===== config.mk =====
export PLATFORM = sky130hd
export DESIGN_NAME = mfe_ctrl
export DESIGN_NICKNAME = d
export VERILOG_FILES = /design/src/rtl/mfe_pkg.sv /design/src/rtl/mfe_ctrl.sv
export SDC_FILE = /design/constraint.sdc
export NUM_CORES = 1
export LEC_CHECK = 0
export BUFFER_PORTS_ARGS = -buffer_cell sky130_fd_sc_hd__buf_2
export CAP_MARGIN = 30
export CORE_AREA = 2 2 39 41
export CTS_CLUSTER_SIZE = 20
export DETAILED_ROUTE_END_ITERATION = 16
export DIE_AREA = 0 0 41 43
export PLACE_DENSITY = 0.71
export SLEW_MARGIN = 5
export SYNTH_ARGS = -nofsm -noshare
export SYNTH_HDL_FRONTEND = slang
export SYNTH_SLANG_ARGS = --single-unit

===== constraint.sdc =====
create_clock -name clk -period 2.31 [get_ports clk]
set_clock_uncertainty 0.1 [all_clocks]
set_input_delay 0.3465 -clock clk [delete_from_list [all_inputs] [get_ports clk]]
set_output_delay 0.3465 -clock clk [all_outputs]
set_load 0.02 [all_outputs]

===== src/rtl/mfe_pkg.sv =====
package mfe_pkg;

	localparam int unsigned MAX_IN_BYTES_DEF  = 16;
	localparam int unsigned MAX_OUT_BYTES_DEF = 16;
	localparam int unsigned HEADER_BYTES      = 2;

	// Request codes.
	localparam logic [2:0] REQ_LINE    = 3'd0;
	localparam logic [2:0] REQ_WR_OUT  = 3'd1;
	localparam logic [2:0] REQ_BIT_OUT = 3'd2;
	localparam logic [2:0] REQ_RD_IN   = 3'd3;
	localparam logic [2:0] REQ_RD_OUT  = 3'd4;
	localparam logic [2:0] REQ_FLAGS   = 3'd5;

	// Result kinds.
	localparam logic [1:0] KIND_TX    = 2'd0;
	localparam logic [1:0] KIND_HOST  = 2'd1;
	localparam logic [1:0] KIND_FLAGS = 2'd2;

	// Register indexes.
	localparam logic [2:0] REG_UNIT  = 3'd0;
	localparam logic [2:0] REG_START = 3'd1;
	localparam logic [2:0] REG_INLEN = 3'd2;
	localparam logic [2:0] REG_OUTLEN = 3'd3;
	localparam logic [2:0] REG_CHECK = 3'd4;

	typedef struct packed {
		logic [6:0] unit_address;
		logic [7:0] start_marker;
		logic [4:0] in_length;
		logic [4:0] out_length;
		logic       check_enable;
	} cfg_t;

	typedef struct packed {
		logic [2:0] req_type;
		logic [7:0] line_byte;
		logic [3:0] byte_index;
		logic [7:0] byte_value;
		logic [2:0] bit_index;
		logic       bit_value;
	} req_t;

	typedef struct packed {
		logic [1:0] result_kind;
		logic [7:0] data_byte;
		logic       last_of_run;
		logic       new_data_flag;
		logic       reply_sent_flag;
	} rsp_t;

	typedef enum logic [2:0] {
		LOP_NONE,
		LOP_START,
		LOP_ADDR,
		LOP_PAYLOAD,
		LOP_TAIL
	} line_op_t;

	typedef struct packed {
		logic     acc;
		line_op_t line_op;
		logic     recv_init;
		logic     enter_chk;
		logic     tail_rd;
		logic     commit;
		logic     reply_go;
		logic     strm_load;
	} cmd_t;

	typedef struct packed {
		logic start_hit;
		logic addr_match;
		logic addr_rd;
		logic recv_done;
		logic tail_last;
		logic tail_good;
		logic out_free;
		logic strm_last;
		logic chk;
	} sts_t;

	function automatic logic [7:0] rev8(input logic [7:0] v);
		logic [7:0] r;
		for (int i = 0; i < 8; i++) r[i] = v[7-i];
		return r;
	endfunction

	// Length register with zero acting as one and saturation at the maximum.
	function automatic logic [7:0] eff_len(input logic [4:0] v, input int unsigned mx);
		logic [7:0] r;
		if (v == 5'd0) r = 8'd1;
		else if (32'(v) > mx) r = 8'(mx);
		else r = 8'(v);
		return r;
	endfunction

endpackage


===== src/rtl/mfe_ctrl.sv =====
module mfe_ctrl import mfe_pkg::*; (
	input  logic       clk,
	input  logic       arst_n,
	input  logic       in_valid,
	input  logic [2:0] req_type,
	input  sts_t       sts,
	output logic       in_ready,
	output cmd_t       cmd
);
	typedef enum logic [4:0] {
		PH_WAIT = 5'b00001,
		PH_ADDR = 5'b00010,
		PH_RECV = 5'b00100,
		PH_CHKW = 5'b01000,
		PH_CHKR = 5'b10000
	} phase_t;

	typedef enum logic [1:0] {
		M_IDLE   = 2'b01,
		M_STREAM = 2'b10
	} mode_t;

	phase_t phase_q, phase_d;
	mode_t  mode_q, mode_d;

	always_ff @(posedge clk or negedge arst_n) begin
		if (!arst_n) begin
			phase_q <= PH_WAIT;
			mode_q  <= M_IDLE;
		end else begin
			phase_q <= phase_d;
			mode_q  <= mode_d;
		end
	end

	always_comb begin
		cmd      = '0;
		phase_d  = phase_q;
		mode_d   = mode_q;
		in_ready = (mode_q == M_IDLE) && sts.out_free;
		cmd.acc  = in_valid && in_ready;
		cmd.tail_rd = (phase_q == PH_CHKR);
		if (mode_q == M_STREAM) begin
			cmd.strm_load = sts.out_free;
			if (sts.out_free && sts.strm_last) mode_d = M_IDLE;
		end
		if (cmd.acc && req_type == REQ_LINE) begin
			case (phase_q)
				PH_ADDR: begin
					cmd.line_op = LOP_ADDR;
					phase_d = PH_WAIT;
					if (sts.addr_match) begin
						if (!sts.addr_rd) begin
							phase_d = PH_RECV;
							cmd.recv_init = 1'b1;
						end else if (sts.chk) begin
							phase_d = PH_CHKR;
							cmd.enter_chk = 1'b1;
						end else begin
							cmd.reply_go = 1'b1;
							mode_d = M_STREAM;
						end
					end
				end
				PH_RECV: begin
					cmd.line_op = LOP_PAYLOAD;
					if (sts.recv_done) begin
						if (sts.chk) begin
							phase_d = PH_CHKW;
							cmd.enter_chk = 1'b1;
						end else begin
							cmd.commit = 1'b1;
							phase_d = PH_WAIT;
						end
					end
				end
				PH_CHKW, PH_CHKR: begin
					cmd.line_op = LOP_TAIL;
					if (sts.tail_last) begin
						phase_d = PH_WAIT;
						if (sts.tail_good) begin
							if (phase_q == PH_CHKW) begin
								cmd.commit = 1'b1;
							end else begin
								cmd.reply_go = 1'b1;
								mode_d = M_STREAM;
							end
						end
					end
				end
				default: begin
					phase_d = PH_WAIT;
					if (sts.start_hit) begin
						cmd.line_op = LOP_START;
						phase_d = PH_ADDR;
					end
				end
			endcase
		end
	end

	a_no_acc_in_stream: assert property (@(posedge clk) disable iff (!arst_n)
		(mode_q == M_STREAM) |-> !cmd.acc)
		else $error("item accepted during reply stream");
	a_go_streams: assert property (@(posedge clk) disable iff (!arst_n)
		cmd.reply_go |=> (mode_q == M_STREAM))
		else $error("reply did not start");
	a_last_idles: assert property (@(posedge clk) disable iff (!arst_n)
		(cmd.strm_load && sts.strm_last) |=> (mode_q == M_IDLE))
		else $error("stream did not end after last byte");
endmodule


==> flow_summary.toml <==
[drt]
vias_per_cell = 5.77
wl_per_cell_um = 13.1
drc = 0
wl_um = 1460
dr.pass1.iters = 4
drt_iter0_drc = 17
detail-route-antenna-nets = 0
num_vias = 641

[cells_and_area]
n_antenna_cell = 0
area_delta_synth_final_pct = 31.6
fin_util = 0.542
design_area_um2 = 749
regArea_um2 = 178
multi_input_area_um2 = 375
nFillCells = 144
drive_above_1_share = 0.400
nets = 111

[worst_setup_path]
critPathCaptureType = "primary output"
crit_arrival_ps = 1840
cp_max_fo = 13
startpoint_type = "flip-flop"
critical_path_required_ps = 1860
critPathKind = "reg2out"
reg2reg_depth = 4

[synth]
synth_compound_area_frac = 0.207
muxShareOfSynthArea = 0.0396
synth_ff_type = "dfrtp_1"
syn_inst = 68
yosysSeqAreaShare = 0.312
synth_top_family_by_area = "simple AND/OR/NAND/NOR gates"
synth_area_um2 = 569
ys_types = 33
synth-edff-count = 0
yosysWarnings = 0
synthSimpleGateAreaFrac = 0.367
synth.ff_latch_count = 7
synth_fa_ha_area_frac = 0
avgSynthCellArea_um2 = 8.37
synth_nets = 83
synth-async-reset-ratio = 1.00
synth_xor_area_frac = 0.0308

[timing]
rsz0062_at_grt = "true"
setup_viol = 0
max_freq_ghz = 0.437
drv_slew = 0
hold_viol_final = 0
fin_crit_ps = 2290
hold-worst-slack_ps = 291
max_slew_margin = 0.772
worst_pin_slew_ps = 340
min_period_over_period = 0.990

[cts]
root_buffer = "clkbuf_4"
path_clk_slew_ps = 60
htreeDepth = 1
clk_latency_ps = 250
clock_path_buffers = 2
clock-sinks = 7
tritoncts = "yes"
cts_buffers = 3

[floorplanning]
num_rows = 14
fp.dieH_um = 43
start_util = 0.411
die_w_um = 41
core_area_um2 = 1380
die_area_um2 = 1760
ioPinCount = 26

[global_route]
overflow = 0
grt_max_degree = 14
grt_pass1_wl_um = 2280
antenna_found_initial = 0
grt.total_usage = 0.191
grt_pass1_vias = 563

[placed_design]
placed_area_um2 = 704
gp_congestion = 0.857
portBuffers = 25
hpwlAfterDp_um = 1140

[hold_path]
hold_path.class = "in2reg"
min_path_cells = 3

[pwr]
vdd_ir_drop_max_uv = 160
p_leak_nw = 0.367
cellPowerDensity_nw_per_um2 = 342

[outcome]
outcome = "completed"

[flow_run]
max_cap_viol_count = 0
-- cells in the mapped netlist, types with 2 or more instances --
cell      count  area [um2]
buf_2         2        10.0
o21ai_0       4        20.0
dfstp_2       2        52.6
nand4b_1      2        17.5
a211oi_1      2        15.0
clkbuf_1      2        7.51
a21oi_1       2        10.0
nor2_1        6        22.5
dfrtp_1       5         125
nand4_1       2        12.5
or3_1         2        12.5
and3b_1       2        17.5
nor3_1        3        15.0
nor4b_1       2        17.5
nor2b_1       3        18.8
inv_1         2        7.51
mux2_2        2        22.5
nand3_1       2        10.0
nand2_1       4        15.0
o31ai_1       4        30.0
-- area by class of cell --
class / instances / share of cell area
clock buffers: 4 / 0.0351
inverters: 2 / 0.0100
multi-input cells: 55 / 0.501
flip-flops and latches: 7 / 0.237
well taps: 16 / 0.0267
repair buffers: 27 / 0.190
-- worst max-delay path, cell delays in order, from the launching register on --
cell and delay, ps:
dfstp_2 560, nand4b_1 120, or4_4 520, a211oi_1 200, buf_2 200
-- final timing paths --
check                                             from                endpoint  slack, ps
worst max-delay path               mode_q[0]$_DFF_PN1_                  cmd[4]         20
min in group asynchronous                       arst_n  phase_q[2]$_DFFE_PN0P_        360
worst max register to register     mode_q[0]$_DFF_PN1_  phase_q[1]$_DFFE_PN0P_        210
worst min register to register  phase_q[0]$_DFFE_PN1P_  phase_q[0]$_DFFE_PN1P_        440
max in group asynchronous                       arst_n  phase_q[0]$_DFFE_PN1P_       1520
worst min-delay path                            sts[1]     mode_q[0]$_DFF_PN1_        290
-- power by group --
part           switching, mW  internal (mW)
Combinational         0.0113         0.0110
Clock                 0.0454         0.0660
Sequential                 0          0.123
Total                 0.0567          0.200
-- kinds of logic after synthesis --
logic type,after synthesis
AOI/OAI and AO/OA,17
buffers and inverters,6
muxes,2
xor gates and xnor gates,2
and+or+nand+nor,34
DFF,7
-- through the flow --
stage	setup TNS, ps	power (mW)	setup slack (ps)	std cells
after floorplan	0	0.128	48.4	68
after global placement	0	0.145	276	106
after detailed placement	0	0.146	226	106
after CTS	0	0.259	12.0	111
after global routing	-133	0.264	-46.8	111
final	0	0.257	22.0	111
-- flip-flops by register name, indices dropped and copies added (netlist names) --
| register | flops |
|---|---|
| phase_q | 5 |
| mode_q | 2 |
-- layer usage --
metal | up-vias | share of wire | track usage | routed length (um)
li1 | 312 | - | - | -
met1 | 308 | 0.45 | 0.274 | 661
met5 | - | 0 | 0 | 0
met2 | 19 | 0.49 | 0.263 | 718
met4 | 0 | 0.0096 | 0.0933 | 14
met3 | 2 | 0.042 | 0.0366 | 61
-- repair_timing --
action                     4_1_cts  5_1_grt
hold buffers                     1        0
hold endpoints to repair         5        0
buffers inserted                 0        0
gates resized for setup          1        1
pin swaps                        0        0
setup endpoints to repair        1        4
-- cell usage in the layout (no fill, tap or decap), types with 2 or more instances in the layout --
| master | n |
|---|---|
| dfstp_2 | 2 |
| clkbuf_4 | 3 |
| nor3_2 | 2 |
| a211oi_1 | 2 |
| inv_1 | 2 |
| or3_1 | 2 |
| nor2_1 | 6 |
| nand4b_1 | 2 |
| buf_2 | 25 |
| nand3_1 | 2 |
| nor4b_1 | 2 |
| and3b_1 | 2 |
| o21ai_0 | 4 |
| nor2b_1 | 3 |
| mux2_2 | 2 |
| o31ai_1 | 4 |
| dfrtp_1 | 5 |
| nor3_1 | 2 |
| nand2_1 | 4 |
| nand4_1 | 2 |
(Power assumes the default switching activity.)
