--- src/rtl/mfe_pkg.sv ---
package mfe_pkg;

	localparam int unsigned MAX_IN_BYTES_DEF  = 16;
	localparam int unsigned MAX_OUT_BYTES_DEF = 16;
	localparam int unsigned HEADER_BYTES      = 2;

	// Request codes.
	localparam logic [2:0] REQ_LINE    = 3'd0;
	localparam logic [2:0] REQ_WR_OUT  = 3'd1;
	localparam logic [2:0] REQ_BIT_OUT = 3'd2;
	localparam logic [2:0] REQ_RD_IN   = 3'd3;
	localparam logic [2:0] REQ_RD_OUT  = 3'd4;
	localparam logic [2:0] REQ_FLAGS   = 3'd5;

	// Result kinds.
	localparam logic [1:0] KIND_TX    = 2'd0;
	localparam logic [1:0] KIND_HOST  = 2'd1;
	localparam logic [1:0] KIND_FLAGS = 2'd2;

	// Register indexes.
	localparam logic [2:0] REG_UNIT  = 3'd0;
	localparam logic [2:0] REG_START = 3'd1;
	localparam logic [2:0] REG_INLEN = 3'd2;
	localparam logic [2:0] REG_OUTLEN = 3'd3;
	localparam logic [2:0] REG_CHECK = 3'd4;

	typedef struct packed {
		logic [6:0] unit_address;
		logic [7:0] start_marker;
		logic [4:0] in_length;
		logic [4:0] out_length;
		logic       check_enable;
	} cfg_t;

	typedef struct packed {
		logic [2:0] req_type;
		logic [7:0] line_byte;
		logic [3:0] byte_index;
		logic [7:0] byte_value;
		logic [2:0] bit_index;
		logic       bit_value;
	} req_t;

	typedef struct packed {
		logic [1:0] result_kind;
		logic [7:0] data_byte;
		logic       last_of_run;
		logic       new_data_flag;
		logic       reply_sent_flag;
	} rsp_t;

	typedef enum logic [2:0] {
		LOP_NONE,
		LOP_START,
		LOP_ADDR,
		LOP_PAYLOAD,
		LOP_TAIL
	} line_op_t;

	typedef struct packed {
		logic     acc;
		line_op_t line_op;
		logic     recv_init;
		logic     enter_chk;
		logic     tail_rd;
		logic     commit;
		logic     reply_go;
		logic     strm_load;
	} cmd_t;

	typedef struct packed {
		logic start_hit;
		logic addr_match;
		logic addr_rd;
		logic recv_done;
		logic tail_last;
		logic tail_good;
		logic out_free;
		logic strm_last;
		logic chk;
	} sts_t;

	function automatic logic [7:0] rev8(input logic [7:0] v);
		logic [7:0] r;
		for (int i = 0; i < 8; i++) r[i] = v[7-i];
		return r;
	endfunction

	// Length register with zero acting as one and saturation at the maximum.
	function automatic logic [7:0] eff_len(input logic [4:0] v, input int unsigned mx);
		logic [7:0] r;
		if (v == 5'd0) r = 8'd1;
		else if (32'(v) > mx) r = 8'(mx);
		else r = 8'(v);
		return r;
	endfunction

endpackage

--- src/rtl/mfe_dp.sv ---
module mfe_dp import mfe_pkg::*; #(
	parameter int unsigned MAX_IN_BYTES  = MAX_IN_BYTES_DEF,
	parameter int unsigned MAX_OUT_BYTES = MAX_OUT_BYTES_DEF
) (
	input  logic clk,
	input  logic arst_n,
	input  cfg_t cfg,
	input  req_t req,
	input  cmd_t cmd,
	input  logic out_ready,
	output sts_t sts,
	output logic out_valid,
	output rsp_t rsp
);
	localparam int unsigned CW    = $clog2(MAX_IN_BYTES + 1);
	localparam int unsigned IWI   = (MAX_IN_BYTES > 1) ? $clog2(MAX_IN_BYTES) : 1;
	localparam int unsigned IWO   = (MAX_OUT_BYTES > 1) ? $clog2(MAX_OUT_BYTES) : 1;
	localparam int unsigned FRAME = MAX_IN_BYTES + HEADER_BYTES;
	localparam int unsigned FNB   = (FRAME + 7) / 8;
	localparam int unsigned TDEP  = 1 + FNB;
	localparam int unsigned TW    = $clog2(TDEP + 1);
	localparam int unsigned NW    = $clog2(FRAME + 1);
	localparam int unsigned ONB   = (MAX_OUT_BYTES + 7) / 8;
	localparam int unsigned OTOT  = MAX_OUT_BYTES + 1 + ONB;
	localparam int unsigned SW    = $clog2(OTOT + 1);

	logic [7:0]       fb_q [MAX_IN_BYTES];
	logic [7:0]       ib_q [MAX_IN_BYTES];
	logic [7:0]       ob_q [MAX_OUT_BYTES];
	logic [FRAME-1:0] fpar_q;
	logic [7:0]       fxor_q;
	logic [CW-1:0]    cnt_q;
	logic [TW-1:0]    tcnt_q;
	logic             ok_q;
	logic             fresh_q, reply_q;
	logic [SW-1:0]    sn_q, stot_q, k_q;
	logic [7:0]       oxor_q;
	logic [MAX_OUT_BYTES-1:0] opar_q;
	logic             ov_q;
	rsp_t             rsp_q;

	logic [7:0]       b;
	logic [CW-1:0]    inl;
	logic [SW-1:0]    outl;
	logic [7:0]       idx8;
	logic [IWI-1:0]   idxi;
	logic [IWO-1:0]   ra;
	logic [7:0]       ob_rd;
	logic             store_now;
	logic [CW-1:0]    cnt_next, cnt_eff;
	logic [NW-1:0]    nfr;
	logic [TW-1:0]    need, tnext;
	logic [7:0]       texp;
	logic [8*FNB-1:0] fpad;
	logic [8*ONB-1:0] opad;
	logic [TW-1:0]    tj;
	logic [SW-1:0]    sj;
	logic [7:0]       sbyte;
	logic             out_free, host_ld;
	logic             in_range_i, in_range_o;

	assign b     = req.line_byte;
	assign inl   = CW'(eff_len(cfg.in_length, MAX_IN_BYTES));
	assign outl  = SW'(eff_len(cfg.out_length, MAX_OUT_BYTES));
	assign idx8  = {4'd0, req.byte_index};
	assign idxi  = idx8[IWI-1:0];
	assign in_range_i = 8'(inl) > idx8;
	assign in_range_o = 8'(outl) > idx8;
	assign ra    = cmd.acc ? idx8[IWO-1:0] : k_q[IWO-1:0];
	assign ob_rd = ob_q[ra];

	// Payload store and count.
	assign store_now = (cmd.line_op == LOP_PAYLOAD) && (cnt_q < inl);
	assign cnt_next  = store_now ? cnt_q + CW'(1) : cnt_q;
	assign cnt_eff   = (cmd.line_op == LOP_PAYLOAD) ? cnt_next : cnt_q;

	// Expected tail byte, built from the running XOR and parity bits.
	assign nfr   = cmd.tail_rd ? NW'(HEADER_BYTES) : NW'(HEADER_BYTES) + NW'(cnt_q);
	assign need  = TW'(1 + ((32'(nfr) + 7) >> 3));
	assign tnext = tcnt_q + TW'(1);
	assign fpad  = (8*FNB)'(fpar_q);
	assign tj    = tcnt_q - TW'(1);
	assign texp  = (tcnt_q == '0) ? fxor_q : rev8(fpad[8*tj +: 8]);

	// Reply stream byte.
	assign opad  = (8*ONB)'(opar_q);
	assign sj    = k_q - sn_q - SW'(1);
	always_comb begin
		if (k_q < sn_q) sbyte = ob_rd;
		else if (k_q == sn_q) sbyte = oxor_q;
		else sbyte = rev8(opad[8*sj +: 8]);
	end

	assign out_free = !ov_q || out_ready;
	assign host_ld  = cmd.acc && (req.req_type == REQ_RD_IN || req.req_type == REQ_RD_OUT ||
		req.req_type == REQ_FLAGS);

	always_comb begin
		sts.start_hit  = (b == cfg.start_marker);
		sts.addr_match = (b[7:1] == cfg.unit_address);
		sts.addr_rd    = b[0];
		sts.recv_done  = (cnt_next >= inl);
		sts.tail_last  = (tnext >= need);
		sts.tail_good  = ok_q && (b == texp);
		sts.out_free   = out_free;
		sts.strm_last  = (k_q == stot_q - SW'(1));
		sts.chk        = cfg.check_enable;
	end

	// Control state.
	always_ff @(posedge clk or negedge arst_n) begin
		if (!arst_n) begin
			cnt_q   <= '0;
			tcnt_q  <= '0;
			ok_q    <= 1'b0;
			fresh_q <= 1'b0;
			reply_q <= 1'b0;
			ov_q    <= 1'b0;
			k_q     <= '0;
			sn_q    <= '0;
			stot_q  <= '0;
			for (int i = 0; i < MAX_IN_BYTES; i++) ib_q[i] <= 8'd0;
			for (int i = 0; i < MAX_OUT_BYTES; i++) ob_q[i] <= 8'd0;
		end else begin
			if (cmd.recv_init) cnt_q <= '0;
			else if (cmd.line_op == LOP_PAYLOAD) cnt_q <= cnt_next;
			if (cmd.enter_chk) begin
				tcnt_q <= '0;
				ok_q   <= 1'b1;
			end else if (cmd.line_op == LOP_TAIL) begin
				tcnt_q <= tnext;
				ok_q   <= ok_q && (b == texp);
			end
			if (cmd.commit) begin
				fresh_q <= 1'b1;
				for (int i = 0; i < MAX_IN_BYTES; i++) begin
					if (CW'(i) < cnt_eff)
						ib_q[i] <= (store_now && cnt_q == CW'(i)) ? b : fb_q[i];
				end
			end
			if (cmd.acc && in_range_o) begin
				if (req.req_type == REQ_WR_OUT) ob_q[idx8[IWO-1:0]] <= req.byte_value;
				else if (req.req_type == REQ_BIT_OUT)
					ob_q[idx8[IWO-1:0]][req.bit_index] <= req.bit_value;
			end
			if (cmd.acc && req.req_type == REQ_FLAGS) begin
				fresh_q <= 1'b0;
				reply_q <= 1'b0;
			end
			if (cmd.reply_go) begin
				reply_q <= 1'b1;
				k_q     <= '0;
				sn_q    <= outl;
				stot_q  <= cfg.check_enable ?
					outl + SW'(1) + SW'((32'(outl) + 7) >> 3) : outl;
			end else if (cmd.strm_load) begin
				k_q <= k_q + SW'(1);
			end
			if (cmd.strm_load || host_ld) ov_q <= 1'b1;
			else if (out_ready) ov_q <= 1'b0;
		end
	end

	// Payload, check and output registers.
	always_ff @(posedge clk) begin
		if (store_now) fb_q[cnt_q[IWI-1:0]] <= b;
		case (cmd.line_op)
			LOP_START: begin
				fxor_q <= b;
				fpar_q <= {{(FRAME-1){1'b0}}, ^b};
			end
			LOP_ADDR: begin
				fxor_q    <= fxor_q ^ b;
				fpar_q[1] <= ^b;
			end
			LOP_PAYLOAD: begin
				if (store_now) begin
					fxor_q <= fxor_q ^ b;
					for (int i = 0; i < MAX_IN_BYTES; i++)
						if (cnt_q == CW'(i)) fpar_q[HEADER_BYTES+i] <= ^b;
				end
			end
			default: ;
		endcase
		if (cmd.reply_go) begin
			oxor_q <= 8'd0;
			opar_q <= '0;
		end else if (cmd.strm_load && k_q < sn_q) begin
			oxor_q <= oxor_q ^ ob_rd;
			for (int i = 0; i < MAX_OUT_BYTES; i++)
				if (k_q == SW'(i)) opar_q[i] <= ^ob_rd;
		end
		if (cmd.strm_load) begin
			rsp_q.result_kind     <= KIND_TX;
			rsp_q.data_byte       <= sbyte;
			rsp_q.last_of_run     <= sts.strm_last;
			rsp_q.new_data_flag   <= fresh_q;
			rsp_q.reply_sent_flag <= reply_q;
		end else if (host_ld) begin
			rsp_q.last_of_run     <= 1'b1;
			rsp_q.new_data_flag   <= fresh_q;
			rsp_q.reply_sent_flag <= reply_q;
			case (req.req_type)
				REQ_RD_IN: begin
					rsp_q.result_kind <= KIND_HOST;
					rsp_q.data_byte   <= in_range_i ? ib_q[idxi] : 8'd0;
				end
				REQ_RD_OUT: begin
					rsp_q.result_kind <= KIND_HOST;
					rsp_q.data_byte   <= in_range_o ? ob_rd : 8'd0;
				end
				default: begin
					rsp_q.result_kind <= KIND_FLAGS;
					rsp_q.data_byte   <= 8'd0;
				end
			endcase
		end
	end

	assign out_valid = ov_q;
	assign rsp       = rsp_q;
endmodule
--- config.mk ---
export PLATFORM = sky130hd
export DESIGN_NAME = mfe_dp
export DESIGN_NICKNAME = d
export VERILOG_FILES = /design/src/rtl/mfe_pkg.sv /design/src/rtl/mfe_dp.sv
export SDC_FILE = /design/constraint.sdc
export NUM_CORES = 1
export LEC_CHECK = 0
export BUFFER_PORTS_ARGS = -buffer_cell sky130_fd_sc_hd__clkbuf_2
export CORE_MARGIN = 4
export CORE_UTILIZATION = 62
export CTS_CLUSTER_SIZE = 10
export DETAILED_ROUTE_END_ITERATION = 12
export GPL_ROUTABILITY_DRIVEN = 1
export PLACE_DENSITY = 0.86
export SYNTH_ARGS = -nofsm -noshare
export SYNTH_HDL_FRONTEND = slang
export SYNTH_SLANG_ARGS = --single-unit
--- constraint.sdc ---
create_clock -name clk -period 4.7 [get_ports clk]
set_input_delay 0.47 -clock clk [delete_from_list [all_inputs] [get_ports clk]]
set_output_delay 0.47 -clock clk [all_outputs]
set_load 0.02 [all_outputs]
==> results.rst <==
.. list-table::
   :header-rows: 1

   * - Metric
     - Value
   * - CTS Buf Count
     - 54
   * - Critical Path RT
     - 4230 ps
   * - Tmin final
     - 4400 ps
   * - Critical Path Source Type
     - flop
   * - Maxcap violations
     - 0
   * - Pwr/cell area
     - 399.8 mW/mm^2
   * - Cell Chain, Critical Path
     - ha_1 -> and4_1 -> a2111oi_1 -> o21a_2 -> xnor2_1 -> inv_1 -> ha_1 -> nand2b_1 -> a21o_1 -> a21oi_1 -> nor2b_1 -> o21ai_0 -> nand2b_1 -> clkbuf_2
   * - Routed Antenna Nets
     - 0
   * - Setup WS pre-CTS
     - 317.2 ps
   * - Via count of the first global-routing pass
     - 17620
   * - Number of violations reported at the end of detailed-routing iteration 0
     - 2034
   * - Clock edge transition at the registers on the reported setup and hold paths
     - 50 ps
   * - Max Freq
     - 227.2 MHz
   * - Die extent in y
     - 203.9 microns
   * - Flip-flop and latch count after synthesis
     - 474
   * - Path type of the worst setup path
     - flop to output pin
   * - Antenna violations before repair
     - 4
   * - Maximum root-to-sink buffer count
     - 3
   * - Number of warnings issued by yosys
     - 0
   * - Cell area after synthesis
     - 0.02380 sq mm
   * - Routed length per instance
     - 22.31 microns
   * - Final Max Tran Viols
     - 0
   * - Number of primary I/O pins
     - 89
   * - Synthesized area per cell
     - 11.19 sq um
   * - Asr flop ratio synth
     - 0.5970
   * - Mapped Nets
     - 2239
   * - Final setup violation count
     - 0
   * - Layout cell share with drive strength beyond 1
     - 0.1968
   * - Tightest Pin Transition
     - 1267 ps
   * - Result of the run
     - finished clean
   * - Leakage
     - 0.01155 uW
   * - Worst min-delay path class
     - input pin to flop
   * - Period Utilization, post-route
     - 0.9363
   * - Post-detailed-routing wire length
     - 60980 microns
   * - Estimated wirelength of the detail-placed design
     - 40110 microns
   * - Vias/cell
     - 6.297
   * - Global route total overflow
     - 0
   * - Total power consumption of the routed design
     - 10510 uW
   * - Number of input and output port buffers inserted
     - 88
   * - Portion of the post-synthesis area used by sequential elements
     - 0.5277
   * - Final net count
     - 2296
   * - Crit path capture type
     - output pin
   * - Dominant synthesized flop cell
     - dfrtp_1
   * - CTS tree
     - done
   * - Total negative slack for setup checks
     - 0 ps
   * - Sink Count
     - 474
   * - Initial Util
     - 0.6303
   * - Area growth from synthesis to final layout
     - 10.45%
   * - H-tree depth reported by CTS
     - 2
   * - Number of flops mapped to enable cells by yosys
     - 165
   * - Number of buffers and inverters on the critical path
     - 2
   * - Final Hold Vio Count
     - 0
   * - Critical Path Max Stage Delay
     - 590 ps
   * - Post-Syn Instances
     - 2126
   * - Post-CTS repair timing setup buffer count
     - 0
   * - Wire length of the first global-routing pass
     - 96560 microns
   * - Master of the slowest instance on the critical path
     - dfrtp_1
   * - Area of the die
     - 0.04158 sq mm
   * - RSZ-0062 raised after global routing
     - false
   * - Number of vias after detailed routing
     - 17210
   * - Number of optimization iterations in the first detailed-route pass
     - 6
   * - R2r setup slk
     - 760 ps
   * - Hold Slack
     - 113.5 ps
   * - Family of cells with the greatest summed delay on the critical path
     - compound AO/OA/AOI/OAI gates
   * - Remaining design rule violation count
     - 0
   * - Post-route clock skew
     - 26.69 ps
   * - Arrival time at the worst endpoint
     - 3930 ps
   * - Unique cell type count in the Yosys netlist
     - 71
   * - Row Count
     - 71
   * - Largest net degree at the start of global routing
     - 108
   * - Min setup slack post-route
     - 299.5 ps
   * - Gp weighted congestion
     - 0.8813
   * - CTS root buffer
     - clkbuf_16
   * - VDD IR max
     - 0.4174 mV
   * - Tightest slew margin relative to the limit
     - 0.1460
   * - Total routing usage reported by global routing
     - 0.2933
   * - Worst-skew pair later-pin latency
     - 590 ps
   * - Die span in x
     - 203.9 microns
   * - Core Region
     - 0.03776 sq mm
   * - Critical path peak fanout
     - 10
==> area by class of cell <==
class	instances	area, sq um
inverters	56	210.2
diodes	1	2.502
multi-input cells	1464	10500
clock buffers	89	1524
flip-flops and latches	474	12560
repair buffers	133	803.3
clock inverters	5	47.55
fillers	2562	11470
well taps	511	639.4
==> power breakdown <==
group          internal (uW)  switching (uW)
Clock                   2190            1620
Sequential              4720             317
Combinational            674             975
==> Yosys cell counts (4+ instances only) <==
cell type / instances / share of area
o21ai_1: 11 / 0.0023
o21ai_0: 77 / 0.016
nand2_1: 224 / 0.035
dfrtp_1: 283 / 0.30
clkbuf_1: 97 / 0.015
nand4_1: 6 / 0.0016
o211ai_1: 8 / 0.0025
a21o_1: 9 / 0.0028
a221oi_1: 7 / 0.0026
buf_4: 4 / 0.0013
o32ai_1: 4 / 0.0015
nor3_1: 17 / 0.0036
mux4_2: 44 / 0.042
a211oi_1: 8 / 0.0025
ha_1: 45 / 0.024
dfxtp_1: 26 / 0.022
inv_1: 54 / 0.0085
buf_2: 18 / 0.0038
and2_1: 4 / 0.0011
o21a_1: 5 / 0.0016
a211oi_2: 10 / 0.0053
mux2i_1: 150 / 0.063
a32oi_1: 12 / 0.0044
a31oi_1: 9 / 0.0024
o31ai_1: 8 / 0.0025
nand2b_1: 21 / 0.0055
nor2_1: 293 / 0.046
edfxtp_1: 165 / 0.21
xor2_1: 28 / 0.010
buf_1: 10 / 0.0016
nand3_1: 60 / 0.013
mux2_2: 166 / 0.079
and3_1: 8 / 0.0021
a21oi_1: 109 / 0.023
nor2b_1: 18 / 0.0047
xnor2_1: 50 / 0.018
==> per-layer routing <==
metal  track usage  vias up  wire [microns]
met5             0        -              36
met2        0.4871      917           29950
met1        0.3817     8457           23070
li1              -     7615               -
met4        0.1289        6            2891
met3       0.05411      216            5030
==> logic make-up after synthesis <==
kind of cell	share of synthesized area
compound gates	0.08040
mux	0.1870
simple gates	0.1168
xor+xnor	0.03039
other cells	0.0001576
buf+inv	0.03218
flops	0.5277
fa+ha+maj	0.02534
==> final timing paths <==
path	start	end	cells after the start
max	cnt_q[2]	sts[5]	14
min	cmd[4]	tcnt_q[1]	2
max reg2reg	cnt_q[2]	ib_q[11]	11
min reg2reg	reply_q	rsp[0]	0
max in group asynchronous	arst_n	ib_q[112]	3
min in group asynchronous	arst_n	ob_q[24]	2
==> flip-flops by register name, indices dropped and copies added (netlist names), 8 cells and up <==
signal	count
fb_q	128
fpar_q	18
fxor_q	8
ib_q	128
ob_q	128
opad	16
oxor_q	8
rsp	13
==> cell usage in the layout, fill, tap and decap left out, drive strengths merged, types with 4 or more instances in the layout <==
cell / count
a221oi: 7
mux4: 44
dfxtp: 26
o32ai: 4
nand2: 224
clkinv: 5
clkbuf: 176
nor2b: 18
edfxtp: 165
xnor2: 51
a211oi: 18
a21oi: 110
ha: 45
o211ai: 8
o21a: 5
o31ai: 8
mux2: 167
a31oi: 9
a32oi: 12
xor2: 28
mux2i: 154
dfrtp: 283
and2: 4
o21ai: 90
buf: 45
nand4: 6
nand2b: 21
nor2: 293
and3: 8
nor3: 17
a21o: 9
inv: 56
nand3: 60
o21bai: 4
==> through the flow <==
step	instances	utilization	cell area (sq um)
after floorplan	2126	-	23800
after global placement	2637	0.6541	24690
after detailed placement	2637	0.6541	24690
after CTS	2732	0.6960	26280
after global routing	2733	0.6961	26280
final	2733	0.6961	26280
==> what timing repair did <==
| item | 4_1_cts | 5_1_grt |
|---|---|---|
| setup endpoints to repair | 0 | 1 |
| endpoints found under the hold margin | 46 | 0 |
| resized for setup | 0 | 3 |
| hold buffers | 1 | 0 |
(Power assumes the default switching activity.)
