[src/rtl/mfe_pkg.sv]
package mfe_pkg;

	localparam int unsigned MAX_IN_BYTES_DEF  = 16;
	localparam int unsigned MAX_OUT_BYTES_DEF = 16;
	localparam int unsigned HEADER_BYTES      = 2;

	// Request codes.
	localparam logic [2:0] REQ_LINE    = 3'd0;
	localparam logic [2:0] REQ_WR_OUT  = 3'd1;
	localparam logic [2:0] REQ_BIT_OUT = 3'd2;
	localparam logic [2:0] REQ_RD_IN   = 3'd3;
	localparam logic [2:0] REQ_RD_OUT  = 3'd4;
	localparam logic [2:0] REQ_FLAGS   = 3'd5;

	// Result kinds.
	localparam logic [1:0] KIND_TX    = 2'd0;
	localparam logic [1:0] KIND_HOST  = 2'd1;
	localparam logic [1:0] KIND_FLAGS = 2'd2;

	// Register indexes.
	localparam logic [2:0] REG_UNIT  = 3'd0;
	localparam logic [2:0] REG_START = 3'd1;
	localparam logic [2:0] REG_INLEN = 3'd2;
	localparam logic [2:0] REG_OUTLEN = 3'd3;
	localparam logic [2:0] REG_CHECK = 3'd4;

	typedef struct packed {
		logic [6:0] unit_address;
		logic [7:0] start_marker;
		logic [4:0] in_length;
		logic [4:0] out_length;
		logic       check_enable;
	} cfg_t;

	typedef struct packed {
		logic [2:0] req_type;
		logic [7:0] line_byte;
		logic [3:0] byte_index;
		logic [7:0] byte_value;
		logic [2:0] bit_index;
		logic       bit_value;
	} req_t;

	typedef struct packed {
		logic [1:0] result_kind;
		logic [7:0] data_byte;
		logic       last_of_run;
		logic       new_data_flag;
		logic       reply_sent_flag;
	} rsp_t;

	typedef enum logic [2:0] {
		LOP_NONE,
		LOP_START,
		LOP_ADDR,
		LOP_PAYLOAD,
		LOP_TAIL
	} line_op_t;

	typedef struct packed {
		logic     acc;
		line_op_t line_op;
		logic     recv_init;
		logic     enter_chk;
		logic     tail_rd;
		logic     commit;
		logic     reply_go;
		logic     strm_load;
	} cmd_t;

	typedef struct packed {
		logic start_hit;
		logic addr_match;
		logic addr_rd;
		logic recv_done;
		logic tail_last;
		logic tail_good;
		logic out_free;
		logic strm_last;
		logic chk;
	} sts_t;

	function automatic logic [7:0] rev8(input logic [7:0] v);
		logic [7:0] r;
		for (int i = 0; i < 8; i++) r[i] = v[7-i];
		return r;
	endfunction

	// Length register with zero acting as one and saturation at the maximum.
	function automatic logic [7:0] eff_len(input logic [4:0] v, input int unsigned mx);
		logic [7:0] r;
		if (v == 5'd0) r = 8'd1;
		else if (32'(v) > mx) r = 8'(mx);
		else r = 8'(v);
		return r;
	endfunction

endpackage

[src/rtl/mfe_cfg.sv]
module mfe_cfg import mfe_pkg::*; (
	input  logic        clk,
	input  logic        arst_n,
	input  logic        psel,
	input  logic        penable,
	input  logic        pwrite,
	input  logic [4:0]  paddr,
	input  logic [31:0] pwdata,
	output logic [31:0] prdata,
	output logic        pready,
	output cfg_t        cfg
);
	cfg_t       cfg_q;
	logic [2:0] idx;
	logic       wr;

	assign idx    = paddr[4:2];
	assign wr     = psel && penable && pwrite;
	assign pready = 1'b1;
	assign cfg    = cfg_q;

	always_ff @(posedge clk or negedge arst_n) begin
		if (!arst_n) begin
			cfg_q.unit_address <= 7'd0;
			cfg_q.start_marker <= 8'd0;
			cfg_q.in_length    <= 5'd1;
			cfg_q.out_length   <= 5'd1;
			cfg_q.check_enable <= 1'b1;
		end else if (wr) begin
			case (idx)
				REG_UNIT:   cfg_q.unit_address <= pwdata[6:0];
				REG_START:  cfg_q.start_marker <= pwdata[7:0];
				REG_INLEN:  cfg_q.in_length    <= pwdata[4:0];
				REG_OUTLEN: cfg_q.out_length   <= pwdata[4:0];
				REG_CHECK:  cfg_q.check_enable <= pwdata[0];
				default: ;
			endcase
		end
	end

	always_comb begin
		case (idx)
			REG_UNIT:   prdata = {25'd0, cfg_q.unit_address};
			REG_START:  prdata = {24'd0, cfg_q.start_marker};
			REG_INLEN:  prdata = {27'd0, cfg_q.in_length};
			REG_OUTLEN: prdata = {27'd0, cfg_q.out_length};
			REG_CHECK:  prdata = {31'd0, cfg_q.check_enable};
			default:    prdata = 32'd0;
		endcase
	end
endmodule

[config.mk]
export PLATFORM = sky130hd
export DESIGN_NAME = mfe_cfg
export DESIGN_NICKNAME = d
export VERILOG_FILES = /design/src/rtl/mfe_pkg.sv /design/src/rtl/mfe_cfg.sv
export SDC_FILE = /design/constraint.sdc
export NUM_CORES = 1
export LEC_CHECK = 0
export ABC_AREA = 1
export ABC_CLOCK_PERIOD_IN_PS = 1050
export BUFFER_PORTS_ARGS = -buffer_cell sky130_fd_sc_hd__buf_2
export CAP_MARGIN = 20
export CORE_UTILIZATION = 42
export CTS_BUF_LIST = sky130_fd_sc_hd__clkbuf_16
export DETAILED_ROUTE_END_ITERATION = 6
export HOLD_SLACK_MARGIN = 0.06
export PLACE_DENSITY = 0.76
export SLEW_MARGIN = 20
export SYNTH_ARGS = -nofsm -noshare
export SYNTH_HDL_FRONTEND = slang
export SYNTH_SLANG_ARGS = --single-unit
[constraint.sdc]
create_clock -name clk -period 1.05 [get_ports clk]
set_input_delay 0.21 -clock clk [delete_from_list [all_inputs] [get_ports clk]]
set_output_delay 0.21 -clock clk [all_outputs]
set_load 0.005 [all_outputs]
==> impl_metrics.toml, run 1 <==
[status]
status = "finished, violations left"
violations = "setup timing"

[timing]
holdWs_ns = 0.1595
setup_ws_ns = -0.2763
skew_ns = 0
slew_violations = 0
setup_tns_ns = -1.881
max_freq_mhz = 754.0
min_period_ns = 1.326
hold_viol_final = 0
rsz0062_at_grt = "yes"
post-route-period-util_pct = 126.3
setup-violations-final = 25

[placed_design]
dp_hpwl_mm = 2.689
port_buffers = 49
pre_cts_ws_ns = -0.1997
place_congestion = 0.8039
placedCellCount = 289
placed_area_mm2 = 0.001839

[floorplanning]
die_area_mm2 = 0.003901
core-area_mm2 = 0.003416
io_pins = 101
die_h_um = 62.46
initial_utilization_pct = 44.95
placement_rows = 21
die-width_um = 62.46

[min_path]
worstHoldStart = "pwdata[7]"
whs_endpoint = "cfg[18]$_DFFE_PN0P_"
hp-class = "in2reg"
whs_path_depth = 3

[yosys]
synth_xor_area_share_pct = 0
netlist_area_mm2 = 0.001535
synthCells = 185
synth_largest_area_cell = "dfrtp_1"
yosysSeqAreaShare_pct = 42.62
synth_area_leaders = "dfrtp_1 37%, nand2_1 13%, buf_4 12%, nand4_1 6.1%, o21ai_0 5.9%"
synth_fa_ha_area_share_pct = 0
synth_top_family_by_area = "simple AND/OR/NAND/NOR gates"
synth_cell_types = 23
syn_area_per_cell_um2 = 8.298
synth_top_area_share_pct = 37.49
synth-simple-area-share_pct = 30.64
yosys_warnings = 0
synth-compound-area-share_pct = 8.394
muxShareOfSynthArea_pct = 0
synth-seq-cells = 26

[power_and_ir_drop]
p_clk_share_pct = 30.3
power_mw = 3.634
p_leak_nw = 1.218
p_int_mw = 2.657
power_frac_comb_pct = 32.3
switching_power_uw = 976.4
p_per_area_mw_per_mm2 = 1582
pwr-share-seq_pct = 37.4
sw_frac_of_total_pct = 26.87
vdd_drop_max_mv = 1.164

[setup_path]
r2r-end = "cfg[21]$_DFFE_PN0P_"
rrSetupSlack_ns = 0.15
max_stage_delay_ns = 0.54
cp.required_ns = 0.84
crit_chain = "nand3_1 -> nand2_1 -> nor2_1 -> nand2_1 -> buf_2"
worstSetupPathType = "reg2out"
r2r-start = "cfg[21]$_DFFE_PN0P_"
worst_path_most_repeated_cell = "nand2_1"
crit_fanout = 3
cp_slowest_cell = "dfstp_2"
rr_worst_depth = 4
setup.worst_path.end_class = "output port"
cp-start-kind = "flop"
cp.arrival_ns = 1.12

[drt]
detail-route-antenna-nets = 0
drtIter0Drc = 81
wl_per_cell_um = 12.40
routed_wl_mm = 3.895
first_pass_iters = 4
route.vias.total = 1491
drc = 0
viasPerCell = 4.748

[cells_and_area]
final_cells = 314
largest_register_ffs = 26
post-route-util_pct = 67.25
finalNetCount = 311
final_layout_size_suffix_gt1_share_pct = 42.16
design_area_mm2 = 0.002297
antennaDiodeCount = 0
area_delta_synth_final_pct = 49.63

[cts]
numCtsBuffers = 3
root_buffer = "clkbuf_16"
cts.clk_slew.worst_paths_ns = 0.06
clock_path_buffers = 2
htreeDepth = 1
clkLatencyLatePin_ns = 0.26
cts.sinks = 26
cts_tree = "built"

[global_routing]
grt_max_degree = 16
grt_usage_pct = 20.93
grt_pass1_wl_mm = 6.458
grt_overflow = 0
antenna_found_initial = 0
grt_pass1_vias = 1383

[job]
drv_cap = 0
-- power by group through the flow --
stage	sequential, mW	clock [mW]	combinational (mW)
global placement	1.37	0	0.704
detailed placement	1.37	0	0.724
CTS	1.34	1.11	1.03
floorplan	1.37	0	0.374
global route	1.38	1.15	1.29
finish	1.36	1.10	1.17
-- synthesized netlist by cell type --
library cell and number:
buf_2 1, buf_4 25, buf_6 3, clkbuf_1 1
conb_1 2, dfrtp_1 23, dfstp_2 3, inv_1 9
inv_2 1, inv_4 1, nand2_1 55, nand2_2 1
nand3_1 11, nand3_2 2, nand3_4 1, nand4_1 15
nor2_1 3, nor2_2 1, nor2_4 3, nor2_8 1
o21ai_0 18, o21ai_2 3, o22ai_1 2
-- layout make-up --
| type | instances | area (um2) |
|---|---|---|
| inverter | 11 | 46.29 |
| fill | 286 | 1119 |
| timing repair inverter | 1 | 3.754 |
| sequential | 26 | 654.4 |
| tap | 46 | 57.56 |
| multi-input combinational | 141 | 711.9 |
| clock inverter | 1 | 30.03 |
| timing repair buffer | 85 | 718.2 |
| clock buffer | 3 | 75.07 |
-- how the worst max path moves through the flow --
stage                                   from                   to  cells after the start
after floorplan                     paddr[3]            prdata[5]                      4
after global placement              paddr[2]  cfg[16]$_DFFE_PN0P_                      6
after detailed placement            paddr[2]  cfg[16]$_DFFE_PN0P_                      6
after CTS                 cfg[0]$_DFFE_PN1P_            prdata[0]                      5
after global routing      cfg[0]$_DFFE_PN1P_            prdata[0]                      5
final                     cfg[0]$_DFFE_PN1P_            prdata[0]                      5
-- placed cells by master, fill, tap and decap left out, types with 4 or more instances in the layout --
cell type   n
nor2_4      4
conb_1     25
buf_2      32
nand3_1    11
nand2_1    54
buf_6      32
inv_1       4
dfrtp_1    23
buf_4      17
o21ai_0    17
inv_2       7
nand4_1    15
-- kinds of logic (layout without fill, tap and decap cells) --
family	Yosys count	in the layout
flops	26	26
other cells	2	25
buf+inv	41	101
simple gates	93	93
compound gates	23	23
-- worst max-delay path, delay by kind of cell, from the launching register on --
family | cells | cell delay (ns)
simple gates | 4 | 0.22
buf+inv | 1 | 0.10
flops | 1 | 0.54
-- routing by layer --
| metal | wire length, um | GRT usage (%) |
|---|---|---|
| met3 | 269 | 5.839 |
| met5 | 0 | 0 |
| met4 | 24 | 4.070 |
| met2 | 1872 | 34.24 |
| met1 | 1728 | 27.64 |
-- what timing repair did --
action / CTS / global route
pin swaps: 16 / 5
setup buffers: 16 / 5
hold buffers: 1 / 0
gates resized for setup: 24 / 23
setup endpoints to repair: 11 / 37
hold endpoints to repair: 11 / 0
cloned: 1 / 0
No activity file was read; power rests on OpenSTA's default activity.
==> inputs of run 2 (changes only) <==
- ABC_CLOCK_PERIOD_IN_PS: 1050 -> 1420
- CTS_CLUSTER_DIAMETER: default -> 80
- HOLD_SLACK_MARGIN: 0.06 -> 0.08
- clock period: 1.05 -> 1.42 ns (I/O delays scaled with it)
==> impl_metrics.toml, run 2 (same netlist as run 1, synthesis figures left out) <==
[drt]
drc = 0
detail-route-antenna-nets = 0
drtIter0Drc = 60
route.vias.total = 1392
wl_per_cell_um = 12.00
viasPerCell = 4.817
first_pass_iters = 4
routed_wl_mm = 3.469

[cts]
clock_path_buffers = 2
cts.clk_slew.worst_paths_ns = 0.06
clkLatencyLatePin_ns = 0.25
root_buffer = "clkbuf_16"
cts_tree = "built"
numCtsBuffers = 3
cts.sinks = 26
htreeDepth = 1

[cells_and_area]
final_cell_mix = "54 x nand2_1, 47 x buf_2, 25 x conb_1"
largest_register_ffs = 26
seqCellArea_um2 = 654.4
antennaDiodeCount = 0
area_delta_synth_final_pct = 22.01
fillers = 335
final_layout_size_suffix_gt1_share_pct = 33.33
multiInputGateArea_um2 = 695.7
final_common_cell = "nand2_1"
finalNetCount = 286
design_area_mm2 = 0.001873

[setup_path]
max_stage_delay_ns = 0.54
cp_num_buf_inv = 1
setup.worst_path.end_class = "output port"
crit_family = "flip-flops"
cp_slowest_cell = "dfstp_2"
cp.arrival_ns = 1.13
cp.required_ns = 1.14
crit_fanout = 2
crit_chain = "nand4_1 -> nand2_1 -> nor2_1 -> nand2_1 -> buf_2"
worstSetupPathType = "reg2out"
rrSetupSlack_ns = 0.63
cp-start-kind = "flop"
worst_path_most_repeated_cell = "nand2_1"

[floorplanning]
placement_rows = 21
die_area_mm2 = 0.003901
die-width_um = 62.46
io_pins = 101
core-area_mm2 = 0.003416
initial_utilization_pct = 44.95
die_h_um = 62.46

[power_and_ir_drop]
p_per_area_mw_per_mm2 = 1139
vdd_drop_max_mv = 0.3866
p_leak_nw = 1.029

[status]
status = "finished clean"

[placed_design]
placed_area_mm2 = 0.001762
port_buffers = 49
dp_hpwl_mm = 2.613
pre_cts_ws_ns = 0.05733
place_congestion = 0.8070

[timing]
setup_ws_ns = 0.001529
post-route-period-util_pct = 99.89
worst_pin_slew_ns = 0.5795
hold_viol_final = 0
skew_ns = 0
max_freq_mhz = 705.0
slew_headroom_pct = 61.37
setup_tns_ns = 0
slew_violations = 0
min_period_ns = 1.418
setup-violations-final = 0
rsz0062_at_grt = "yes"
holdWs_ns = 0.2274

[global_routing]
grt_pass1_vias = 1223
grt_usage_pct = 19.25
antenna_found_initial = 0
grt_overflow = 0
grt_pass1_wl_mm = 5.851
grt_max_degree = 27

[job]
drv_cap = 0

[min_path]
hp-class = "in2reg"
[run 2: cell count changes in the layout (fill, tap and decap cells not counted), moves of 2 or more]
cell,change
clkbuf_4,+2
buf_12,-3
buf_6,-32
buf_2,+15
buf_4,-6
inv_2,-6
inv_1,+5
[run 2: worst paths after layout]
path                                     from             endpoint  depth (start not counted)
hold / removal                      pwdata[7]  cfg[18]$_DFFE_PN0P_                          3
max in group asynchronous              arst_n   cfg[8]$_DFFE_PN0P_                          2
hold reg to reg            cfg[4]$_DFFE_PN0P_   cfg[4]$_DFFE_PN0P_                          2
setup reg to reg           cfg[1]$_DFFE_PN1P_   cfg[1]$_DFFE_PN1P_                          3
min in group asynchronous              arst_n  cfg[17]$_DFFE_PN0P_                          2
setup / recovery           cfg[1]$_DFFE_PN1P_            prdata[0]                          5
[run 2: worst register-to-register path, cell delays in order, from the launching register on]
cell and delay [ns]:
dfstp_2 0.54, buf_4 0.10, nand2_1 0.04, nand2_1 0.06
[run 2: layout make-up]
type | instances | area share, %
clock buffers | 3 | 4.008
repair buffers | 61 | 18.30
inverters | 11 | 2.338
well taps | 46 | 3.073
multi-input cells | 141 | 37.14
clock inverters | 1 | 0.2004
flip-flops and latches | 26 | 34.94
[run 2: timing repair]
action,CTS,global route
pin swaps,1,2
setup buffers,1,1
hold buffers,1,0
endpoints found under the hold margin,23,0
setup endpoints to repair,1,5
resized for setup,0,3
cloned,0,0
[run 2: power breakdown]
part | internal (mW) | total [mW] | switching, mW
logic | 0.234 | 0.515 | 0.281
registers | 0.900 | 1.00 | 0.0999
clock network | 0.377 | 0.619 | 0.243
[run 2: metal layers]
layer	share of wire (%)	routed length (um)	GRT usage (%)
met1	47	1616	27.53
met2	46	1586	29.35
met3	6.7	234	4.015
met4	0.92	32	5.233
met5	0	0	0
[run 2: per-stage QoR]
stage                     power, mW  util (%)  instances
after global routing          2.286     54.84        289
after global placement        1.504     51.58        282
after floorplan               1.292         -        208
after detailed placement      1.521     51.58        282
final                         2.134     54.84        289
after CTS                     2.151     54.40        288
==> inputs of run 3 (changes only) <==
- BUFFER_PORTS_ARGS: -buffer_cell sky130_fd_sc_hd__buf_2 -> default
- CORE_UTILIZATION: 42 -> 30
- DONT_BUFFER_PORTS: default -> 1
- PLACE_DENSITY: 0.76 -> 0.4
- SLEW_MARGIN: 20 -> 30
==> impl_metrics.toml, run 3 (same netlist as run 1, synthesis figures left out) <==
[global_routing]
antenna_found_initial = 0
grt_max_degree = 27
grt_pass1_wl_mm = 6.272
grt_pass1_vias = 1182
grt_usage_pct = 15.50
grt_overflow = 0

[timing]
setup-violations-final = 0
setup_tns_ns = 0
skew_ns = 0
max_freq_mhz = 726.8
post-route-period-util_pct = 96.90
setup_ws_ns = 0.04406
rsz0062_at_grt = "yes"
hold_viol_final = 0
holdWs_ns = 0.1375
min_period_ns = 1.376
slew_violations = 0

[floorplanning]
initial_utilization_pct = 31.87
placement_rows = 25
die_h_um = 73.54
die-width_um = 73.54
die_area_mm2 = 0.005407
io_pins = 101
core-area_mm2 = 0.004817

[setup_path]
rrSetupSlack_ns = 0.60
crit_family = "flip-flops"
cp-start-kind = "flop"
max_stage_delay_ns = 0.56
cp.depth = 4
cp_slowest_cell = "dfstp_2"
crit_fanout = 3
cp.arrival_ns = 1.09
cp.required_ns = 1.14
r2r-end = "cfg[6]$_DFFE_PN1P_"
crit_chain = "nand4_1 -> nand2_1 -> nor2_1 -> nand2_1"
rr_worst_depth = 2
r2r-start = "cfg[6]$_DFFE_PN1P_"
cp_num_buf_inv = 0
worstSetupPathType = "reg2out"
setup.worst_path.end_class = "output port"
worst_path_most_repeated_cell = "nand2_1"

[placed_design]
pre_cts_ws_ns = 0.2122
placedCellCount = 249
place_congestion = 0.7425
placed_area_mm2 = 0.001505
dp_hpwl_mm = 2.894
port_buffers = 0

[min_path]
whs_endpoint = "cfg[15]$_DFFE_PN0P_"
worstHoldStart = "pwdata[4]"
hp-class = "in2reg"
whs_path_depth = 2

[cells_and_area]
area_delta_synth_final_pct = 5.624
antennaDiodeCount = 0
final_cell_mix = "55 x nand2_1, 25 x conb_1, 23 x dfrtp_1"
fillers = 530
final_common_cell = "nand2_1"
design_area_mm2 = 0.001622
final_layout_size_suffix_gt1_share_pct = 14.36
largest_register_ffs = 26
final_cells = 255
finalNetCount = 231
post-route-util_pct = 33.66

[drt]
wl_per_cell_um = 15.01
detail-route-antenna-nets = 0
drtIter0Drc = 42
drc = 0
routed_wl_mm = 3.828
route.vias.total = 1207
first_pass_iters = 4
viasPerCell = 4.733

[cts]
root_buffer = "clkbuf_16"
htreeDepth = 1
cts_tree = "built"
clkLatencyLatePin_ns = 0.25
clock_path_buffers = 2
cts.clk_slew.worst_paths_ns = 0.06
cts_setup_buffers = 0
cts.sinks = 26
numCtsBuffers = 3

[power_and_ir_drop]
power_mw = 1.962
vdd_drop_max_mv = 0.4521
p_leak_nw = 0.7831
p_per_area_mw_per_mm2 = 1210

[job]
drv_cap = 0

[status]
status = "finished clean"
## run 3: what timing repair did
| item | 4_1_cts | 5_1_grt |
|---|---|---|
| gates resized for setup | 1 | 1 |
| hold buffers | 2 | 0 |
| setup endpoints to repair | 1 | 1 |
| endpoints found under the hold margin | 26 | 0 |
| pin swaps | 0 | 4 |
## run 3: worst max path at each step
stage	end	slack [ns]	from
after floorplan	prdata[5]	0.29	paddr[3]
after global placement	cfg[17]$_DFFE_PN0P_	0.25	pwrite
after detailed placement	cfg[16]$_DFFE_PN0P_	0.21	pwrite
after CTS	prdata[0]	0.02	cfg[6]$_DFFE_PN1P_
after global routing	prdata[0]	-0.01	cfg[1]$_DFFE_PN1P_
final	prdata[0]	0.04	cfg[1]$_DFFE_PN1P_
## run 3: power breakdown
part           total (mW)  switching (mW)  internal, mW
clock network       0.626           0.249         0.377
logic               0.285           0.183         0.101
registers            1.05           0.151         0.901
## run 3: worst register-to-register path: stages, from the launching register on
cell and delay (ns):
dfstp_2 0.54, inv_1 0.06, o21ai_0 0.15
## run 3: cell type report
class	count	area [um2]	area share (%)
well taps	67	83.83	5.170
flip-flops and latches	26	654.4	40.35
inverters	11	43.79	2.701
multi-input cells	141	700.7	43.21
clock buffers	3	75.07	4.630
clock inverters	1	3.754	0.2315
repair buffers	6	60.06	3.704
## run 3: routing by layer
metal	track usage, %	vias to the layer above	wire length [um]
met3	6.173	5	394
met4	5.128	0	51
met1	19.19	574	1635
met5	0	-	0
met2	24.57	52	1747
li1	-	576	-
